### src/sv/rdf_pkg.sv
// Shared types and constants for the route request duplicate filter.
`timescale 1ns / 1ps

package rdf_pkg;

	localparam int unsigned ADDR_W = 32;
	localparam int unsigned ID_W   = 32;
	localparam int unsigned TIME_W = 32;
	localparam int unsigned SLOT_W = 4;

	typedef enum logic [1:0] {
		ST_IDLE,
		ST_SCAN,
		ST_PEND
	} state_t;

	typedef struct packed {
		logic              valid;
		logic              dup;
		logic              empty_found;
		logic [TIME_W-1:0] min_time;
	} stat_t;

endpackage

### src/sv/rdf_cell.sv
// One cache entry of the filter plus its stage of the search record.
`timescale 1ns / 1ps

module rdf_cell #(
	parameter int unsigned ENTRIES = 16,
	parameter int unsigned INDEX   = 0,
	parameter int unsigned IW      = $clog2(ENTRIES)
) (
	input  logic                       clk,
	input  logic                       arst_n,
	input  logic [rdf_pkg::ADDR_W-1:0] q_source,
	input  logic [rdf_pkg::ID_W-1:0]   q_id,
	input  logic                       wr_en,
	input  logic [IW-1:0]              wr_idx,
	input  logic [rdf_pkg::ADDR_W-1:0] wr_source,
	input  logic [rdf_pkg::ID_W-1:0]   wr_id,
	input  logic [rdf_pkg::TIME_W-1:0] wr_time,
	input  rdf_pkg::stat_t             stat_in,
	input  logic [IW-1:0]              dup_idx_in,
	input  logic [IW-1:0]              empty_idx_in,
	input  logic [IW-1:0]              min_idx_in,
	output rdf_pkg::stat_t             stat_out,
	output logic [IW-1:0]              dup_idx_out,
	output logic [IW-1:0]              empty_idx_out,
	output logic [IW-1:0]              min_idx_out
);

	localparam logic [IW-1:0] MY_IDX = IW'(INDEX);

	logic [rdf_pkg::ADDR_W-1:0] source_q;
	logic [rdf_pkg::ID_W-1:0]   id_q;
	logic [rdf_pkg::TIME_W-1:0] time_q;

	rdf_pkg::stat_t stat_d;
	rdf_pkg::stat_t stat_q;
	logic [IW-1:0]  dup_idx_d, empty_idx_d, min_idx_d;
	logic [IW-1:0]  dup_idx_q, empty_idx_q, min_idx_q;
	logic           hit, vacant, older;

	always_ff @(posedge clk or negedge arst_n) begin
		if (!arst_n) begin
			source_q <= '0;
			id_q     <= '0;
			time_q   <= '0;
		end else if (wr_en && (wr_idx == MY_IDX)) begin
			source_q <= wr_source;
			id_q     <= wr_id;
			time_q   <= wr_time;
		end
	end

	always_comb begin
		hit    = !stat_in.dup && (source_q == q_source) && (id_q == q_id);
		vacant = !stat_in.empty_found && (source_q == '0);
		older  = (INDEX == 0) || (time_q < stat_in.min_time);

		stat_d             = stat_in;
		dup_idx_d          = dup_idx_in;
		empty_idx_d        = empty_idx_in;
		min_idx_d          = min_idx_in;
		if (hit) begin
			stat_d.dup = 1'b1;
			dup_idx_d  = MY_IDX;
		end
		if (vacant) begin
			stat_d.empty_found = 1'b1;
			empty_idx_d        = MY_IDX;
		end
		if (older) begin
			stat_d.min_time = time_q;
			min_idx_d       = MY_IDX;
		end
	end

	always_ff @(posedge clk or negedge arst_n) begin
		if (!arst_n) begin
			stat_q <= '0;
		end else begin
			stat_q <= stat_d;
		end
	end

	always_ff @(posedge clk) begin
		dup_idx_q   <= dup_idx_d;
		empty_idx_q <= empty_idx_d;
		min_idx_q   <= min_idx_d;
	end

	assign stat_out      = stat_q;
	assign dup_idx_out   = dup_idx_q;
	assign empty_idx_out = empty_idx_q;
	assign min_idx_out   = min_idx_q;

endmodule

### src/sv/rreq_duplicate_filter.sv
// Top level of the route request duplicate filter: control, cell chain, output word.
//
// Request channel (req_valid, req_stall) carries source_addr, broadcast_id and
// now_time; response channel (rsp_valid, rsp_stall) carries is_duplicate and
// slot_index, one response word per request word.
// A request is held in a query register and a search record walks the row of
// ENTRIES cells, one cell per cycle. At the tail the slot is chosen (lowest
// match, else lowest empty slot, else oldest time) and, unless a match was
// found, written in the same cycle. A response passes the query register, the
// ENTRIES cell registers, the result register and the output register; the
// cell row handles one request at a time.
// req_stall is high from accept until the response is loaded into the output
// register. While the receiver stalls, the response holds and a following
// request may still be accepted and searched; it then waits in a result
// register until the output register frees.
// Reset clears all entries to empty and leaves both channels idle.
`timescale 1ns / 1ps

module rreq_duplicate_filter #(
	parameter int unsigned ENTRIES = 16
) (
	input  logic                       clk,
	input  logic                       arst_n,
	input  logic                       req_valid,
	output logic                       req_stall,
	input  logic [rdf_pkg::ADDR_W-1:0] source_addr,
	input  logic [rdf_pkg::ID_W-1:0]   broadcast_id,
	input  logic [rdf_pkg::TIME_W-1:0] now_time,
	output logic                       rsp_valid,
	input  logic                       rsp_stall,
	output logic                       is_duplicate,
	output logic [rdf_pkg::SLOT_W-1:0] slot_index
);

	localparam int unsigned IW = $clog2(ENTRIES);

	rdf_pkg::state_t state_q, state_d;

	logic [rdf_pkg::ADDR_W-1:0] q_source_q;
	logic [rdf_pkg::ID_W-1:0]   q_id_q;
	logic [rdf_pkg::TIME_W-1:0] q_time_q;
	logic                       launch_q;

	rdf_pkg::stat_t stat [0:ENTRIES];
	logic [IW-1:0]  dup_idx [0:ENTRIES];
	logic [IW-1:0]  empty_idx [0:ENTRIES];
	logic [IW-1:0]  min_idx [0:ENTRIES];
	logic [ENTRIES-1:0] tok_valid;

	rdf_pkg::stat_t tail;
	logic           accept, wr_en, load_res, load_out;
	logic [IW-1:0]  victim;
	logic           res_dup_q;
	logic [IW-1:0]  res_idx_q;
	logic           rsp_valid_q, is_dup_q;
	logic [rdf_pkg::SLOT_W-1:0] slot_q;

	assign accept = req_valid && !req_stall;

	always_ff @(posedge clk or negedge arst_n) begin
		if (!arst_n) begin
			state_q  <= rdf_pkg::ST_IDLE;
			launch_q <= 1'b0;
		end else begin
			state_q  <= state_d;
			launch_q <= accept;
		end
	end

	always_ff @(posedge clk) begin
		if (accept) begin
			q_source_q <= source_addr;
			q_id_q     <= broadcast_id;
			q_time_q   <= now_time;
		end
	end

	always_comb begin
		stat[0].valid       = launch_q;
		stat[0].dup         = 1'b0;
		stat[0].empty_found = 1'b0;
		stat[0].min_time    = '1;
		dup_idx[0]          = '0;
		empty_idx[0]        = '0;
		min_idx[0]          = '0;
	end

	for (genvar g = 0; g < ENTRIES; g++) begin : g_cell
		rdf_cell #(
			.ENTRIES (ENTRIES),
			.INDEX   (g),
			.IW      (IW)
		) u_cell (
			.clk           (clk),
			.arst_n        (arst_n),
			.q_source      (q_source_q),
			.q_id          (q_id_q),
			.wr_en         (wr_en),
			.wr_idx        (victim),
			.wr_source     (q_source_q),
			.wr_id         (q_id_q),
			.wr_time       (q_time_q),
			.stat_in       (stat[g]),
			.dup_idx_in    (dup_idx[g]),
			.empty_idx_in  (empty_idx[g]),
			.min_idx_in    (min_idx[g]),
			.stat_out      (stat[g+1]),
			.dup_idx_out   (dup_idx[g+1]),
			.empty_idx_out (empty_idx[g+1]),
			.min_idx_out   (min_idx[g+1])
		);
		assign tok_valid[g] = stat[g+1].valid;
	end

	assign tail = stat[ENTRIES];

	always_comb begin
		if (tail.dup) begin
			victim = dup_idx[ENTRIES];
		end else if (tail.empty_found) begin
			victim = empty_idx[ENTRIES];
		end else begin
			victim = min_idx[ENTRIES];
		end
	end

	always_comb begin
		state_d = state_q;
		case (state_q)
			rdf_pkg::ST_IDLE: begin
				if (req_valid) begin
					state_d = rdf_pkg::ST_SCAN;
				end
			end
			rdf_pkg::ST_SCAN: begin
				if (tail.valid) begin
					state_d = rdf_pkg::ST_PEND;
				end
			end
			rdf_pkg::ST_PEND: begin
				if (!rsp_valid_q || !rsp_stall) begin
					state_d = rdf_pkg::ST_IDLE;
				end
			end
			default: begin
				state_d = rdf_pkg::ST_IDLE;
			end
		endcase
	end

	always_comb begin
		req_stall = 1'b1;
		wr_en     = 1'b0;
		load_res  = 1'b0;
		load_out  = 1'b0;
		case (state_q)
			rdf_pkg::ST_IDLE: begin
				req_stall = 1'b0;
			end
			rdf_pkg::ST_SCAN: begin
				load_res = tail.valid;
				wr_en    = tail.valid && !tail.dup;
			end
			rdf_pkg::ST_PEND: begin
				load_out = !rsp_valid_q || !rsp_stall;
			end
			default: begin
				req_stall = 1'b1;
			end
		endcase
	end

	always_ff @(posedge clk) begin
		if (load_res) begin
			res_dup_q <= tail.dup;
			res_idx_q <= victim;
		end
		if (load_out) begin
			is_dup_q <= res_dup_q;
			slot_q   <= rdf_pkg::SLOT_W'(res_idx_q);
		end
	end

	always_ff @(posedge clk or negedge arst_n) begin
		if (!arst_n) begin
			rsp_valid_q <= 1'b0;
		end else if (load_out) begin
			rsp_valid_q <= 1'b1;
		end else if (!rsp_stall) begin
			rsp_valid_q <= 1'b0;
		end
	end

	assign rsp_valid    = rsp_valid_q;
	assign is_duplicate = is_dup_q;
	assign slot_index   = slot_q;

	a_one_token: assert property (@(posedge clk) disable iff (!arst_n)
		$onehot0({tok_valid, launch_q}))
		else $error("more than one search record in the cell row");

	a_idle_empty: assert property (@(posedge clk) disable iff (!arst_n)
		state_q == rdf_pkg::ST_IDLE |-> !launch_q && tok_valid == '0)
		else $error("search record alive while idle");

	a_tail_scan: assert property (@(posedge clk) disable iff (!arst_n)
		tail.valid |-> state_q == rdf_pkg::ST_SCAN)
		else $error("search record reached tail outside scan");

	a_write_once: assert property (@(posedge clk) disable iff (!arst_n)
		wr_en |=> !wr_en && state_q == rdf_pkg::ST_PEND)
		else $error("entry write not followed by pending result");

endmodule

### config.mk
export PLATFORM = sky130hd
export DESIGN_NAME = rreq_duplicate_filter
export DESIGN_NICKNAME = d
export VERILOG_FILES = /design/src/sv/rdf_pkg.sv /design/src/sv/rdf_cell.sv /design/src/sv/rreq_duplicate_filter.sv
export SDC_FILE = /design/constraint.sdc
export NUM_CORES = 2
export LEC_CHECK = 0
export BUFFER_PORTS_ARGS = -buffer_cell sky130_fd_sc_hd__clkbuf_2
export CAP_MARGIN = 15
export CELL_PAD_IN_SITES_DETAIL_PLACEMENT = 0
export CELL_PAD_IN_SITES_GLOBAL_PLACEMENT = 2
export CORE_MARGIN = 2
export CORE_UTILIZATION = 40
export DETAILED_ROUTE_END_ITERATION = 10
export PLACE_DENSITY_LB_ADDON = 0.25
export SLEW_MARGIN = 0
export SYNTH_ARGS = -nofsm -noshare
export SYNTH_HDL_FRONTEND = slang
export SYNTH_SLANG_ARGS = --single-unit
### constraint.sdc
create_clock -name clk -period 5.61 [get_ports clk]
set_input_delay 0.561 -clock clk [delete_from_list [all_inputs] [get_ports clk]]
set_output_delay 0.561 -clock clk [all_outputs]
set_load 0.02 [all_outputs]
==> impl_metrics.sql <==
INSERT INTO impl_metrics (metric_group, metric, value, unit) VALUES
('synth', 'synthesis.nets', '9602', ''),
('floorplanning', 'top_level_ports', '107', ''),
('cells_and_area', 'syn_to_final_growth', '14.4', '%'),
('timing', 'finalCriticalPeriod', '3.99', 'ns'),
('clock_network', 'cts_inserted_buffers', '270', ''),
('timing', 'fin_ws', '1.62', 'ns'),
('setup_path', 'worstSetupEndpointType', 'register', ''),
('detailed_routing', 'via_per_inst', '5.50', ''),
('grt', 'largest_net_degree_at_the_start_of_global_routing', '179', ''),
('cells_and_area', 'layout-drive-gt1-share', '23.0', '%'),
('hold_path', 'min-delay-path-class', 'primary input to register', ''),
('synth', 'yosysWarnings', '0', ''),
('cells_and_area', 'layout.cells.non_filler', '13000', ''),
('floorplanning', 'placementRows', '188', ''),
('timing', 'fin_setup_tns', '0', 'ns'),
('placement', 'detailed_place_hpwl', '241000', 'um'),
('detailed_routing', 'avgRoutedWirePerCell', '28.5', 'um'),
('outcome', 'run_status', 'finished clean', ''),
('power', 'power.density_cell_area', '314', 'nW/um2'),
('clock_network', 'cts_post_setup_buffers_inserted', '0', ''),
('floorplanning', 'effective_utilization_at_floorplan', '40.3', '%'),
('detailed_routing', 'post-route-drc-count', '0', ''),
('clock_network', 'clock_latency', '0.87', 'ns'),
('cells_and_area', 'final_cell_mix', '2068 x dfrtp_1, 1294 x mux2_2, 794 x nand2_1, 709 x o21ai_0, 585 x inv_1', ''),
('grt', 'number_of_global_route_vias_before_repair', '72200', ''),
('power', 'leakage_power', '56.8', 'nW'),
('floorplanning', 'placeableCoreArea', '263000', 'um2'),
('timing', 'maxSlewViolCount', '0', ''),
('setup_path', 'path_max_fanout', '34', ''),
('synth', 'ys_dominant_reg_cell', 'dfrtp_1', ''),
('setup_path', 'crit_path_from', 'g_cell[1].u_cell.stat_out[25]', ''),
('synth', 'synth_cells', '9037', ''),
('placement', 'place_worst_setup_slack', '1.52', 'ns'),
('timing', 'maxSlewHeadroom', '12.9', '%'),
('setup_path', 'timing.reg2reg.setup_slack', '1.62', 'ns'),
('synth', 'fraction_of_the_yosys_area_taken_by_sequential_cells', '54.6', '%'),
('clock_network', 'ctsResizeCount', '0', ''),
('power', 'vdd_ir_drop_max', '0.246', 'mV'),
('clock_network', 'clock_slew_at_reported_path_ffs', '0.06', 'ns'),
('timing', 'rsz0062_at_grt', 'no', ''),
('placement', 'placed_cells', '12400', ''),
('job', 'maxCapViolations', '0', ''),
('detailed_routing', 'drtPass1Iterations', '5', ''),
('setup_path', 'critPathRequiredTime', '6.33', 'ns'),
('detailed_routing', 'drtIter0Drc', '5946', ''),
('timing', 'tightestPinTransition', '1.31', 'ns'),
('detailed_routing', 'postRouteWirelength', '370000', 'um'),
('clock_network', 'tritoncts_clock_tree', 'done', ''),
('clock_network', 'cts_sinks', '2321', ''),
('clock_network', 'cts_root_buffer', 'clkbuf_16', ''),
('timing', 'clock_skew', '0.0476', 'ns'),
('timing', 'max_freq', '0.251', 'GHz'),
('synth', 'synthesis.area', '106000', 'um2'),
('setup_path', 'crit_arrival', '4.71', 'ns'),
('grt', 'grt_first_pass_wirelength', '530000', 'um'),
('floorplanning', 'chipHeight', '519', 'um'),
('detailed_routing', 'routed-via-count', '71200', ''),
('grt', 'globalRouteTotalUtil', '27.3', '%'),
('grt', 'grt_antenna_before_repair', '38', ''),
('setup_path', 'worst_r2r_startpoint', 'g_cell[1].u_cell.stat_out[25]', ''),
('synth', 'yosys.cell_types.count', '65', ''),
('setup_path', 'timing.rr.end', 'g_cell[2].u_cell.stat_out[4]', ''),
('timing', 'finalHoldViolCount', '0', ''),
('placement', 'place_congestion', '0.900', ''),
('synth', 'syn_avg_cell_area', '11.7', 'um2'),
('clock_network', 'clock_tree.buffer_depth', '4', ''),
('synth', 'synth_seq_cells', '2321', ''),
('clock_network', 'htree_levels', '5', ''),
('detailed_routing', 'drt.antenna.violating_nets', '0', ''),
('setup_path', 'worst_setup_path_start_kind', 'register', ''),
('cells_and_area', 'num-nets-final', '9790', ''),
('synth', 'postSynth.asyncResetShare', '89.1', '%'),
('setup_path', 'timing_worst_setup_path_type', 'register to register', ''),
('floorplanning', 'design.die.area', '269000', 'um2'),
('cells_and_area', 'layout.cells.most_common', 'dfrtp_1', ''),
('timing', 'timing.final.crit_share', '71.1', '%'),
('placement', 'numPortBuffers', '106', ''),
('synth', 'count_of_flip_flops_with_a_built_in_enable_after_synthesis', '106', ''),
('setup_path', 'reg2reg_depth', '7', ''),
('grt', 'overflow', '0', ''),
('floorplanning', 'die-width', '519', 'um'),
('setup_path', 'endpoint', 'g_cell[2].u_cell.stat_out[4]', ''),
('timing', 'setup-violations-final', '0', ''),
('clock_network', 'number_of_hold_buffers_added_after_cts', '95', '');
## worst min path at each step
stage | startpoint | end | slack (ns) | depth (start not counted)
2_1_floorplan | arst_n | g_cell[0].u_cell.id_q[0] | 0.27 | 0
3_3_place_gp | g_cell[13].u_cell.stat_out[34] | g_cell[14].u_cell.stat_out[34] | 0.33 | 0
3_5_place_dp | g_cell[7].u_cell.stat_out[34] | g_cell[8].u_cell.stat_out[34] | 0.33 | 0
4_1_cts | now_time[15] | q_time_q[15] | 0.02 | 1
5_1_grt | now_time[15] | q_time_q[15] | 0.007 | 1
6_report | now_time[15] | q_time_q[15] | 0.06 | 1
## cells by family after synthesis
group / count (synthesis) / share of synthesized area [%]
buffers and inverters: 1147 / 4.24
adder cells (fa/ha/maj): 465 / 5.49
multiplexers: 1302 / 13.8
XOR/XNOR: 825 / 6.82
flip-flops: 2321 / 54.6
AO/OA/AOI/OAI: 1239 / 6.81
AND/OR/NAND/NOR: 1738 / 8.18
## critical path: stages (launching register included)
cell	delay [ns]
dfrtp_1	0.37
inv_1	0.05
ha_1	0.31
a21o_1	0.17
a221o_1	0.34
a221oi_1	1.09
o311a_2	1.08
mux2_2	0.42
## stage by stage
stage | power [mW] | cell area (um2) | util [%] | hold WS (ns)
global placement | 20.1 | 111000 | 42.2 | 0.334
detailed placement | 20.2 | 111000 | 42.2 | 0.335
floorplan | 19.0 | 106000 | - | 0.265
finish | 38.0 | 121000 | 46.1 | 0.0555
CTS | 38.4 | 121000 | 46.1 | 0.0183
global route | 39.3 | 121000 | 46.1 | 0.00666
## cells in the mapped netlist (27+ instances only)
| library cell | n | share of area (%) |
|---|---|---|
| nor4_1 | 274 | 1.6 |
| o22ai_1 | 82 | 0.48 |
| ha_1 | 465 | 5.5 |
| a21o_1 | 37 | 0.26 |
| edfxtp_1 | 106 | 3.0 |
| inv_1 | 602 | 2.1 |
| clkbuf_1 | 317 | 1.1 |
| nand2_1 | 806 | 2.9 |
| a211oi_1 | 27 | 0.19 |
| nand2b_1 | 59 | 0.35 |
| xor2_1 | 435 | 3.6 |
| xnor2_1 | 390 | 3.2 |
| nand4_1 | 241 | 1.4 |
| nor2_1 | 50 | 0.18 |
| nor3_1 | 57 | 0.27 |
| or2_2 | 63 | 0.37 |
| buf_1 | 88 | 0.31 |
| a221oi_1 | 61 | 0.50 |
| nor2b_1 | 39 | 0.23 |
| buf_2 | 115 | 0.54 |
| nand3_1 | 78 | 0.37 |
| dfxtp_1 | 147 | 2.8 |
| o21ai_0 | 709 | 3.3 |
| a21oi_1 | 160 | 0.76 |
| dfrtp_1 | 2068 | 49 |
| mux2_2 | 1294 | 14 |
## sequential cells by signal, indices dropped and copies added (netlist names), 32 cells and up
register,flops
g_cell.u_cell.dup_idx_out,49
g_cell.u_cell.empty_idx_out,49
g_cell.u_cell.id_q,512
g_cell.u_cell.min_idx_out,49
g_cell.u_cell.source_q,512
g_cell.u_cell.stat_out,528
g_cell.u_cell.time_q,512
q_id_q,32
q_source_q,32
q_time_q,32
## layer usage
layer / up-vias / share of wire (%) / global-route usage (%)
met1: 36500 / 41 / 35.0
met3: 781 / 5.4 / 3.51
met2: 2239 / 47 / 44.9
met5: - / 0.0043 / 0
li1: 31700 / - / -
met4: 2 / 6.1 / 14.5
## where the power goes
group          switching, mW  internal [mW]
sequential             0.396           17.3
clock                   7.19           10.9
combinational           1.30          0.861
total                   8.89           29.1
## layout make-up
class / count / area [um2]
Clock buffer: 418 / 8350
Sequential cell: 2321 / 57900
Fill cell: 24100 / 142000
Antenna cell: 11 / 27.5
Clock inverter: 57 / 712
Timing Repair Buffer: 447 / 3730
Multi-Input combinational cell: 5569 / 43800
Tap cell: 3515 / 4400
Inverter: 616 / 2310
Power figures use the tool's default switching activity.
